### config.mk
export PLATFORM = sky130hd
export DESIGN_NAME = expression_to_stack_code_compiler_core
export DESIGN_NICKNAME = d
export VERILOG_FILES = /design/src/rtl/ecc_pkg.sv /design/src/rtl/ecc_out_buf.sv /design/src/rtl/expression_to_stack_code_compiler_core.sv
export SDC_FILE = /design/constraint.sdc
export NUM_CORES = 1
export LEC_CHECK = 0
export ABC_AREA = 1
export BUFFER_PORTS_ARGS = -buffer_cell sky130_fd_sc_hd__buf_2
export CORE_MARGIN = 1.5
export CORE_UTILIZATION = 60
export DETAILED_ROUTE_END_ITERATION = 7
export PLACE_DENSITY = 0.74
export SYNTH_ARGS = -nofsm -noshare
export SYNTH_HDL_FRONTEND = slang
export SYNTH_SLANG_ARGS = --single-unit
### constraint.sdc
create_clock -name clk -period 7.3 [get_ports clk]
set_input_delay 0.365 -clock clk [delete_from_list [all_inputs] [get_ports clk]]
set_output_delay 0.365 -clock clk [all_outputs]
set_load 0.01 [all_outputs]
### src/rtl/ecc_pkg.sv
// shared types, character codes and constants for the expression to stack code compiler
package ecc_pkg;

	localparam int MAX_DEPTH    = 10;
	localparam int OPERAND_BITS = 32;
	localparam int DEPTH_W      = $clog2(MAX_DEPTH);
	localparam int MAX_RESULTS  = 4;
	localparam int IDX_W        = $clog2(MAX_RESULTS);
	localparam int CNT_W        = $clog2(MAX_RESULTS + 1);

	localparam logic [7:0] CH_X     = 8'h78;
	localparam logic [7:0] CH_Y     = 8'h79;
	localparam logic [7:0] CH_COMMA = 8'h2c;
	localparam logic [7:0] CH_CLOSE = 8'h29;
	localparam logic [7:0] CH_OPEN  = 8'h28;
	localparam logic [7:0] CH_MINUS = 8'h2d;
	localparam logic [7:0] CH_PLUS  = 8'h2b;
	localparam logic [7:0] CH_SLASH = 8'h2f;
	localparam logic [7:0] CH_STAR  = 8'h2a;
	localparam logic [7:0] CH_COLON = 8'h3a;
	localparam logic [7:0] CH_SPACE = 8'h20;
	localparam logic [7:0] CH_0     = 8'h30;
	localparam logic [7:0] CH_9     = 8'h39;

	typedef enum logic [3:0] {
		OPC_PUSH_X     = 4'd0,
		OPC_PUSH_Y     = 4'd1,
		OPC_PUSH_CONST = 4'd2,
		OPC_ADD        = 4'd3,
		OPC_SUB        = 4'd4,
		OPC_MUL        = 4'd5,
		OPC_DIV        = 4'd6,
		OPC_GET_CELL   = 4'd7,
		OPC_END        = 4'd8,
		OPC_ERROR      = 4'd9
	} opcode_t;

	typedef enum logic [2:0] {
		PEND_NONE = 3'd0,
		PEND_ADD  = 3'd1,
		PEND_SUB  = 3'd2,
		PEND_MUL  = 3'd3,
		PEND_DIV  = 3'd4,
		PEND_CELL = 3'd5
	} pend_t;

	// results caused by one character, oldest in slot 0
	typedef struct packed {
		logic [CNT_W-1:0]                 cnt;
		opcode_t [MAX_RESULTS-1:0]        op;
		logic [OPERAND_BITS-1:0]          operand;
	} res_list_t;

	function automatic opcode_t pend_to_opc(input pend_t p);
		opcode_t o;
		case (p)
			PEND_ADD:  o = OPC_ADD;
			PEND_SUB:  o = OPC_SUB;
			PEND_MUL:  o = OPC_MUL;
			PEND_DIV:  o = OPC_DIV;
			PEND_CELL: o = OPC_GET_CELL;
			default:   o = OPC_ERROR;
		endcase
		return o;
	endfunction

endpackage

### src/rtl/ecc_out_buf.sv
// result buffer that holds the results of one character and hands them out one per transfer
module ecc_out_buf
	import ecc_pkg::*;
(
	input  logic                    clk,
	input  logic                    arst_n,
	input  logic                    load,
	input  res_list_t               list,
	output logic                    free,
	output logic                    res_valid,
	input  logic                    res_stall,
	output logic [3:0]              opcode,
	output logic [OPERAND_BITS-1:0] operand,
	output logic                    last
);

	logic [CNT_W-1:0]          cnt_q;
	opcode_t [MAX_RESULTS-1:0] op_q;
	logic [OPERAND_BITS-1:0]   operand_q;
	logic                      xfer;

	assign res_valid = (cnt_q != '0);
	assign xfer      = res_valid && !res_stall;
	// room for a new list once the last held result goes out
	assign free      = (cnt_q == '0) || ((cnt_q == CNT_W'(1)) && !res_stall);
	assign opcode    = op_q[0];
	assign operand   = operand_q;
	assign last      = (cnt_q == CNT_W'(1));

	always_ff @(posedge clk or negedge arst_n) begin
		if (!arst_n) begin
			cnt_q <= '0;
		end else if (load) begin
			cnt_q <= list.cnt;
		end else if (xfer) begin
			cnt_q <= cnt_q - CNT_W'(1);
		end
	end

	always_ff @(posedge clk) begin
		if (load) begin
			op_q      <= list.op;
			operand_q <= list.operand;
		end else if (xfer) begin
			for (int i = 0; i < MAX_RESULTS - 1; i++) begin
				op_q[i] <= op_q[i+1];
			end
			op_q[MAX_RESULTS-1] <= OPC_PUSH_X;
			// only the first result can carry a constant
			operand_q <= '0;
		end
	end

endmodule

### src/rtl/expression_to_stack_code_compiler_core.sv
// top level: character decode, expression state and result list build
// a transferred character is held in the input register, then its results load the output buffer once it is free
// throughput: one character per cycle when it causes at most one result and res_stall is low;
//   a character causing several results holds up the next one until the single result port drains the buffer
// at most three results per character occur in practice
// reset: arst_n asynchronously clears depth, pending operators, digit run and skip flag
module expression_to_stack_code_compiler_core
	import ecc_pkg::*;
(
	input  logic                    clk,
	input  logic                    arst_n,
	input  logic                    ch_valid,
	output logic                    ch_stall,
	input  logic [7:0]              ch,
	output logic                    res_valid,
	input  logic                    res_stall,
	output logic [3:0]              opcode,
	output logic [OPERAND_BITS-1:0] operand,
	output logic                    last
);

	localparam int MAC_W = OPERAND_BITS + 4;

	typedef enum logic [2:0] {
		CLS_DIGIT,
		CLS_X,
		CLS_Y,
		CLS_OP,
		CLS_OPEN,
		CLS_CLOSE,
		CLS_IGNORE,
		CLS_TERM
	} cls_t;

	logic [7:0]              ch_s1;
	logic                    valid_s1;
	logic                    take_s1;
	logic                    buf_free;

	logic [DEPTH_W-1:0]      depth_q;
	pend_t                   cur_q;
	pend_t                   lvl_q [MAX_DEPTH];
	logic                    in_num_q;
	logic [OPERAND_BITS-1:0] acc_q;
	logic                    skip_q;

	cls_t                    cls;
	pend_t                   op_code;
	logic [3:0]              dig;
	logic [MAC_W-1:0]        mac;
	logic [OPERAND_BITS-1:0] acc_sat;
	logic [DEPTH_W-1:0]      rd_idx;
	pend_t                   lvl_rd;

	logic [DEPTH_W-1:0]      nxt_depth;
	pend_t                   nxt_cur;
	pend_t                   cur_w;
	logic                    nxt_in_num;
	logic [OPERAND_BITS-1:0] nxt_acc;
	logic                    nxt_skip;
	logic                    lvl_we;
	logic                    clr;
	logic [CNT_W-1:0]        n;
	res_list_t               list;

	// input register
	assign take_s1  = valid_s1 && buf_free;
	assign ch_stall = valid_s1 && !buf_free;

	always_ff @(posedge clk or negedge arst_n) begin
		if (!arst_n) begin
			valid_s1 <= 1'b0;
		end else if (ch_valid && !ch_stall) begin
			valid_s1 <= 1'b1;
		end else if (take_s1) begin
			valid_s1 <= 1'b0;
		end
	end

	always_ff @(posedge clk) begin
		if (ch_valid && !ch_stall) begin
			ch_s1 <= ch;
		end
	end

	// character decode
	always_comb begin
		op_code = PEND_NONE;
		case (ch_s1) inside
			[CH_0:CH_9]: cls = CLS_DIGIT;
			CH_X:        cls = CLS_X;
			CH_Y:        cls = CLS_Y;
			CH_PLUS: begin
				cls     = CLS_OP;
				op_code = PEND_ADD;
			end
			CH_MINUS: begin
				cls     = CLS_OP;
				op_code = PEND_SUB;
			end
			CH_STAR: begin
				cls     = CLS_OP;
				op_code = PEND_MUL;
			end
			CH_SLASH: begin
				cls     = CLS_OP;
				op_code = PEND_DIV;
			end
			CH_COMMA: begin
				cls     = CLS_OP;
				op_code = PEND_CELL;
			end
			CH_OPEN:            cls = CLS_OPEN;
			CH_CLOSE:           cls = CLS_CLOSE;
			CH_SPACE, CH_COLON: cls = CLS_IGNORE;
			default:            cls = CLS_TERM;
		endcase
	end

	// decimal accumulate, saturating
	assign dig     = 4'(ch_s1 - CH_0);
	assign mac     = MAC_W'({acc_q, 3'b000}) + MAC_W'({acc_q, 1'b0}) + MAC_W'(dig);
	assign acc_sat = (mac[MAC_W-1 -: 4] != 4'b0000) ? '1 : mac[OPERAND_BITS-1:0];

	// one read of the saved levels: the level above for an open, below for a close
	always_comb begin
		if (cls == CLS_OPEN) begin
			rd_idx = depth_q + DEPTH_W'(1);
		end else begin
			rd_idx = depth_q - DEPTH_W'(1);
		end
		if (32'(rd_idx) < MAX_DEPTH) begin
			lvl_rd = lvl_q[rd_idx];
		end else begin
			lvl_rd = PEND_NONE;
		end
	end

	// next state and result list
	always_comb begin
		nxt_depth  = depth_q;
		nxt_in_num = in_num_q;
		nxt_acc    = acc_q;
		nxt_skip   = skip_q;
		cur_w      = cur_q;
		lvl_we     = 1'b0;
		clr        = 1'b0;
		n          = '0;
		list       = '0;

		if (skip_q) begin
			if (cls == CLS_TERM) begin
				nxt_skip = 1'b0;
				clr      = 1'b1;
			end
		end else if (cls == CLS_DIGIT) begin
			nxt_in_num = 1'b1;
			nxt_acc    = in_num_q ? acc_sat : OPERAND_BITS'(dig);
		end else begin
			// a non-digit closes an open digit run first
			if (in_num_q) begin
				list.op[n[IDX_W-1:0]] = OPC_PUSH_CONST;
				list.operand          = acc_q;
				n                     = n + CNT_W'(1);
				nxt_in_num            = 1'b0;
				nxt_acc               = '0;
				if (cur_w != PEND_NONE) begin
					list.op[n[IDX_W-1:0]] = pend_to_opc(cur_w);
					n                     = n + CNT_W'(1);
					cur_w                 = PEND_NONE;
				end
			end
			case (cls)
				CLS_X, CLS_Y: begin
					list.op[n[IDX_W-1:0]] = (cls == CLS_X) ? OPC_PUSH_X : OPC_PUSH_Y;
					n                     = n + CNT_W'(1);
					if (cur_w != PEND_NONE) begin
						list.op[n[IDX_W-1:0]] = pend_to_opc(cur_w);
						n                     = n + CNT_W'(1);
						cur_w                 = PEND_NONE;
					end
				end
				CLS_OP: begin
					cur_w = op_code;
				end
				CLS_OPEN: begin
					if (depth_q == DEPTH_W'(MAX_DEPTH - 1)) begin
						list.op[n[IDX_W-1:0]] = OPC_ERROR;
						n                     = n + CNT_W'(1);
						clr                   = 1'b1;
						nxt_skip              = 1'b1;
					end else begin
						lvl_we    = 1'b1;
						nxt_depth = depth_q + DEPTH_W'(1);
					end
				end
				CLS_CLOSE: begin
					if (depth_q == '0) begin
						list.op[n[IDX_W-1:0]] = OPC_ERROR;
						n                     = n + CNT_W'(1);
						clr                   = 1'b1;
						nxt_skip              = 1'b1;
					end else begin
						lvl_we    = 1'b1;
						nxt_depth = depth_q - DEPTH_W'(1);
						if (lvl_rd != PEND_NONE) begin
							list.op[n[IDX_W-1:0]] = pend_to_opc(lvl_rd);
							n                     = n + CNT_W'(1);
						end
					end
				end
				CLS_TERM: begin
					list.op[n[IDX_W-1:0]] = OPC_END;
					n                     = n + CNT_W'(1);
					clr                   = 1'b1;
				end
				default: begin
				end
			endcase
		end

		list.cnt = n;

		// current level operator after an open comes from the saved entry; after a close it is cleared
		if (lvl_we) begin
			nxt_cur = (cls == CLS_OPEN) ? lvl_rd : PEND_NONE;
		end else begin
			nxt_cur = cur_w;
		end

		if (clr) begin
			nxt_depth  = '0;
			nxt_cur    = PEND_NONE;
			nxt_in_num = 1'b0;
			nxt_acc    = '0;
		end
	end

	always_ff @(posedge clk or negedge arst_n) begin
		if (!arst_n) begin
			depth_q  <= '0;
			cur_q    <= PEND_NONE;
			in_num_q <= 1'b0;
			acc_q    <= '0;
			skip_q   <= 1'b0;
			for (int i = 0; i < MAX_DEPTH; i++) begin
				lvl_q[i] <= PEND_NONE;
			end
		end else if (take_s1) begin
			depth_q  <= nxt_depth;
			cur_q    <= nxt_cur;
			in_num_q <= nxt_in_num;
			acc_q    <= nxt_acc;
			skip_q   <= nxt_skip;
			if (clr) begin
				for (int i = 0; i < MAX_DEPTH; i++) begin
					lvl_q[i] <= PEND_NONE;
				end
			end else if (lvl_we) begin
				// save the leaving level's operator
				lvl_q[depth_q] <= cur_w;
			end
		end
	end

	ecc_out_buf u_out_buf (
		.clk       (clk),
		.arst_n    (arst_n),
		.load      (take_s1 && (list.cnt != '0)),
		.list      (list),
		.free      (buf_free),
		.res_valid (res_valid),
		.res_stall (res_stall),
		.opcode    (opcode),
		.operand   (operand),
		.last      (last)
	);

endmodule

# After elaboration in Yosys (flattened, before gate mapping)
# Index checks and enable logic that the tools add are counted.
# Widths: inputs -> output; s select.
# op_classes
n_mux	120
bitwise	8
n_reduce_logical	34
addsub	8
magnitude_cmp	10
n_eq_ne	38
# op_table
cell	count
$mux 32	8
$mux 3	40
$mux 40	3
$mux 16	6
$mux 48	2
$eq 8x6->1 const B	9
$mux 4	18
$pmux 16 s4	1
$mux 30	2
$pmux 4 s5	3
$bwmux 16	3
$add 35x33->36	1
$add 36x4->36	1
$bwmux 30	1
$eq 3x3->1 const B	9
$eq 3x2->1 const B	8
$reduce_bool 3->1	7
$mux 1	19
$demux 4 s2	2
$eq 8x7->1 const B	2
$eq 3x1->1 const B	5
$and 6x12->12	1
$bmux 3 s4	1
$demux 3 s4	1
other kinds (38)	65
# word_totals
elab_cells	241
regBits	131
inputBits	12

# Longest topological paths before layout
# logic_depth
ltp_word	34
ltp_mapped	24

# By module
# A second synthesis with hierarchy kept.
# hier_totals
hier_cells	1303
area_unflattened_um2	9604.2
# modules_own_cells
mod	area_each_um2	instances	cells_each	seq_area_each_um2
expression_to_stack_code_compiler_core	7423.4	1	1099	2042.0
ecc_out_buf	2180.8	1	204	1516.5

# Least setup slack after synthesis
# Ideal clock, no wire load.
# synth_path
kind	register to register
start	register depth_q[0]
end	register u_out_buf.op_q[10] (netlist name), enable pin
n_path_buf	3
arrival_time_ns	3.652
synth_period_minus_slack_ns	4.359
stages_incl_launch_ff	20
slack_ns	2.941
setup_time_ns	0.707
cell_sequence	dfrtp_1 -> buf_2 -> inv_2 -> clkbuf_1 -> ha_1 -> inv_1 -> nand3_1 -> nand2_1 -> nand2_1 -> nor2_2 -> nand2_1 -> nand2_1 -> nor2_4 -> nand2_1 -> nand2_1 -> nand3_1 -> nand2_1 -> nand3_4 -> buf_2 -> nand3_1
# synth_between
elab_chain_len	16
word_cells_on_any_way	21
classes_between	add/sub (2); order compare (1); eq/ne (1); mux (11); bitwise (1); reduce/logical (5)
# synth_lines
element	line_no	text
start, declared	expression_to_stack_code_compiler_core.sv:40	logic [DEPTH_W-1:0] depth_q;
start signal, assigned	expression_to_stack_code_compiler_core.sv:250	depth_q <= nxt_depth;
$sub 4x1->4 / $add 4x1->4 (equally long branches)	expression_to_stack_code_compiler_core.sv:130, expression_to_stack_code_compiler_core.sv:128	
$mux 4	expression_to_stack_code_compiler_core.sv:127	if (cls == CLS_OPEN) begin
$not 4->5 (implied by the code)	expression_to_stack_code_compiler_core.sv:133	lvl_rd = lvl_q[rd_idx];
$bmux 3 s4	expression_to_stack_code_compiler_core.sv:133	
$mux 3 (implied by the code) (2 in a row)	expression_to_stack_code_compiler_core.sv:133	
$mux 3	expression_to_stack_code_compiler_core.sv:132	if (32'(rd_idx) < MAX_DEPTH) begin
$reduce_bool 3->1	expression_to_stack_code_compiler_core.sv:206	if (lvl_rd != PEND_NONE) begin
$mux 3	expression_to_stack_code_compiler_core.sv:206	
$mux 3	expression_to_stack_code_compiler_core.sv:198	if (depth_q == '0) begin
$pmux 3 s4 (*)	expression_to_stack_code_compiler_core.sv:173	case (cls)
$mux 3 (*)	expression_to_stack_code_compiler_core.sv:156	end else if (cls == CLS_DIGIT) begin
$mux 3 (*)	expression_to_stack_code_compiler_core.sv:151	if (skip_q) begin
$reduce_bool 3->1 (*)	expression_to_stack_code_compiler_core.sv:269	.load (take_s1 && (list.cnt != '0)),
$logic_and 1x1->1 (*)	expression_to_stack_code_compiler_core.sv:269	
$reduce_bool 2->1 (no source line) (*)	--	
end signal, assigned	ecc_out_buf.sv:42	op_q <= list.op;
end signal, assigned by index	ecc_out_buf.sv:46	op_q[i] <= op_q[i+1];
end, declared	ecc_out_buf.sv:18	opcode_t [MAX_RESULTS-1:0] op_q;
# Mark *: on every way between the ends. The rest lies on a longest branch, timed or not. The select of a mux whose other input is x is not followed.
# A chain may end at the register's enable or synchronous reset.

# Final worst setup path
# layout_path
start	register depth_q[0]
end	register u_out_buf.operand_q[0], in the netlist u_out_buf.operand[0] (data pin)
# layout_between
elab_chain_len	16
word_cells_on_any_way	21
classes_between	add/sub (2); order compare (1); eq/ne (1); mux (12); bitwise (1); reduce/logical (4)
# layout_lines
element	line_no	text
$sub 4x1->4 / $add 4x1->4 (equally long branches)	expression_to_stack_code_compiler_core.sv:130, expression_to_stack_code_compiler_core.sv:128	
$mux 4	expression_to_stack_code_compiler_core.sv:127	
$not 4->5 (implied by the code)	expression_to_stack_code_compiler_core.sv:133	
$bmux 3 s4	expression_to_stack_code_compiler_core.sv:133	
$mux 3 (implied by the code) (2 in a row)	expression_to_stack_code_compiler_core.sv:133	
$mux 3	expression_to_stack_code_compiler_core.sv:132	
$reduce_bool 3->1	expression_to_stack_code_compiler_core.sv:206	
$mux 3	expression_to_stack_code_compiler_core.sv:206	
$mux 3	expression_to_stack_code_compiler_core.sv:198	
$pmux 3 s4 (*)	expression_to_stack_code_compiler_core.sv:173	
$mux 3 (*)	expression_to_stack_code_compiler_core.sv:156	
$mux 3 (*)	expression_to_stack_code_compiler_core.sv:151	
$reduce_bool 3->1 (*)	expression_to_stack_code_compiler_core.sv:269	
$logic_and 1x1->1 (*)	expression_to_stack_code_compiler_core.sv:269	
$mux 32 (*)	ecc_out_buf.sv:41	if (load) begin
end signal, assigned	ecc_out_buf.sv:43	operand_q <= list.operand;
end, declared	ecc_out_buf.sv:19	logic [OPERAND_BITS-1:0] operand_q;
# Marks and branches as above.

==> impl_metrics.env <==
export IMPL_numCtsBuffers=17
export IMPL_gp_congestion=0.989
export IMPL_syn_cell_area_um2=9380
export IMPL_pin_count=51
export IMPL_r2r_cells=18
export IMPL_layout_drive_gt1_share_pct=14.5
export IMPL_finalHoldViolations=0
export IMPL_clock_latency_ns=0.43
export IMPL_final_common_cell="nand2_1"
export IMPL_ys_ff_latch=131
export IMPL_ys_flop_type="dfrtp_1"
export IMPL_max_vdd_ir_drop_v=0.000181
export IMPL_outcome="completed"
export IMPL_grtUsageTotal_pct=29.1
export IMPL_fin_tns_setup_ns=0
export IMPL_ys_top_cells_by_area="dfrtp_1 20%, edfxtp_1 18%, nand2_1 13%"
export IMPL_crit_path_end_kind="flop"
export IMPL_clockBufferDepth=2
export IMPL_vias=8114
export IMPL_endpoint="u_out_buf.operand[0]"
export IMPL_yosysTopAreaCellShare_pct=20.0
export IMPL_first_iter_violations=697
export IMPL_cts_htree_levels=4
export IMPL_die_w_um=128
export IMPL_start_util_pct=61.5
export IMPL_worst_pin_slew_ns=1.16
export IMPL_grt_max_degree=76
export IMPL_ant_nets=0
export IMPL_core_area_um2=15300
export IMPL_ctsRootBufferMaster="clkbuf_16"
export IMPL_synthArstFlopShare_pct=57.3
export IMPL_antenna_cells=0
export IMPL_synth_enable_flop_cells=56
export IMPL_reg2reg_to="u_out_buf.operand[0]"
export IMPL_cts_sinks=131
export IMPL_min_period_ns=4.26
export IMPL_r2r_start="depth_q[0]"
export IMPL_clock_skew_ns=0.00840
export IMPL_fin_crit_sh_pct=58.3
export IMPL_rsz0062_at_grt="no"
export IMPL_synth_warnings=0
export IMPL_grt_pass1_wl_um=37700
export IMPL_synth_top_cell_by_area="dfrtp_1"
export IMPL_startpoint_type="flop"
export IMPL_relSlewSlack_pct=22.4
export IMPL_cp_required_ns=7.44
export IMPL_antenna_found_initial=1
export IMPL_leakagePower_uw=0.00507
export IMPL_maxCapViolCount=0
export IMPL_portBuffers=50
export IMPL_wl_per_cell_um=15.5
export IMPL_yosysSeqAreaShare_pct=37.9
export IMPL_grt_pass1_vias=7931
export IMPL_hpwlAfterDp_um=16800
export IMPL_crit_start="depth_q[0]"
export IMPL_die_h_um=128
export IMPL_synth_area_per_cell_um2=7.87
export IMPL_syn_to_final_growth_pct=9.90
export IMPL_cellPowerDensity_nw_per_um2=291
export IMPL_fmax_mhz=235
export IMPL_dr_pass1_iters=5
export IMPL_reg2reg_slack_ns=3.04
export IMPL_layout_common_cells="316 x nand2_1, 131 x inv_1, 111 x nand3_1"
export IMPL_clkSlewWorstSetupHoldPaths_ns=0.06
export IMPL_crit_fanout=32
export IMPL_worstPathArrival_ns=4.40
export IMPL_worst_hold_path_type="input port to async pin"
export IMPL_postCtsSetupBuffers=0
export IMPL_setup_viol=0
export IMPL_via_per_inst=5.56
export IMPL_die_area_um2=16400
export IMPL_synthDistinctLibCells=48
export IMPL_drc=0
export IMPL_wl_um=22600
export IMPL_final_util_pct=67.6
export IMPL_syn_inst=1192
export IMPL_path_class="flop to flop"
export IMPL_cts_tree="done"
export IMPL_cts_resized=0
export IMPL_overflow=0
export IMPL_num_rows=45
export IMPL_nets=1320
export IMPL_drv_slew=0
export IMPL_hold_buffers=0
==> cell type report <==
type	instances	area, µm²
clock inverters	14	154
multi-input cells	889	5080
well taps	211	264
fillers	1306	4950
clock buffers	18	429
repair buffers	54	283
inverters	143	537
flip-flops and latches	131	3560
==> worst max-delay path, stage by stage, from the launching register on <==
cell and delay [ns]:
dfrtp_1 0.80, inv_2 0.31, ha_1 0.42, inv_1 0.15, nand3_1 0.12, nand2_1 0.15
nand2_1 0.08, nor2_2 0.14, nand2_1 0.08, nand2_1 0.11, nor2_1 0.07, nand2_1 0.13
nand2_1 0.05, nand3_1 0.11, nand2_1 0.10, nand3_4 0.18, nand2_4 0.15, nand2_4 0.70
nor2_1 0.10
==> logic make-up after synthesis <==
kind of cell               count (synthesis)  synth area share, %
DFF                                      131                 37.9
other                                      1               0.0400
xor gates and xnor gates                  20                 1.87
buffers and inverters                    175                 8.22
adders and majority gates                 72                 9.76
AOI/OAI and AO/OA                        188                 11.4
and+or+nand+nor                          605                 30.8
==> sequential cells by signal, summed over array words and instances, names as in the netlist <==
register	flops
acc_q	32
in_num_q	1
ch_s1	8
skip_q	1
valid_s1	1
u_out_buf.operand	32
cur_q	3
u_out_buf.cnt_q	3
u_out_buf.opcode	4
lvl_q	30
u_out_buf.op_q	12
depth_q	4
==> per-stage QoR <==
stage               worst slack, ns  cells  hold slack (ns)  area [µm²]  power (µW)
floorplan                      2.94   1195           0.0694        9390        1850
CTS                            3.06   1460           0.0979       10300        3000
global route                   2.66   1460           0.0998       10300        3170
global placement               3.09   1428            0.474        9730        2140
finish                         3.04   1460            0.105       10300        3000
detailed placement             3.12   1428            0.476        9730        2140
==> power breakdown <==
group | internal (µW) | switching, µW | leakage, µW
combinational | 311 | 792 | 0.00320
clock | 507 | 351 | 0.000278
sequential | 942 | 97.1 | 0.00159
total | 1760 | 1240 | 0.00507
==> synthesized netlist by cell type (8+ instances only) <==
library cell	n
edfxtp_1	56
nor3_1	12
nand4_1	9
clkbuf_1	10
or2_2	12
a21oi_1	59
nand2_1	316
xor2_1	15
nand3_1	112
inv_2	12
nand2_2	12
nor2_4	33
o21ai_1	42
o21a_1	8
buf_4	9
ha_1	70
o211ai_1	9
dfrtp_1	75
o21ai_0	38
inv_1	131
nor2_1	75
==> worst min path at each step <==
stage	startpoint	to	slack, ns	depth (start not counted)
after floorplan	arst_n	acc_q[0]	0.07	0
after global placement	lvl_q[8]	lvl_q[8]	0.47	2
after detailed placement	lvl_q[23]	lvl_q[23]	0.48	2
after CTS	ch[6]	ch_s1[6]	0.1	1
after global routing	ch[6]	ch_s1[6]	0.1	1
final	arst_n	lvl_q[23]	0.11	1
==> per-layer routing <==
| metal | track usage [%] | wire length (µm) | vias to the layer above |
|---|---|---|---|
| li1 | - | - | 4042 |
| met1 | 36.8 | 9650 | 3770 |
| met2 | 49.0 | 11000 | 243 |
| met3 | 6.01 | 1280 | 57 |
| met4 | 12.0 | 618 | 2 |
| met5 | 0 | 13 | - |
Power figures use the tool's default switching activity.
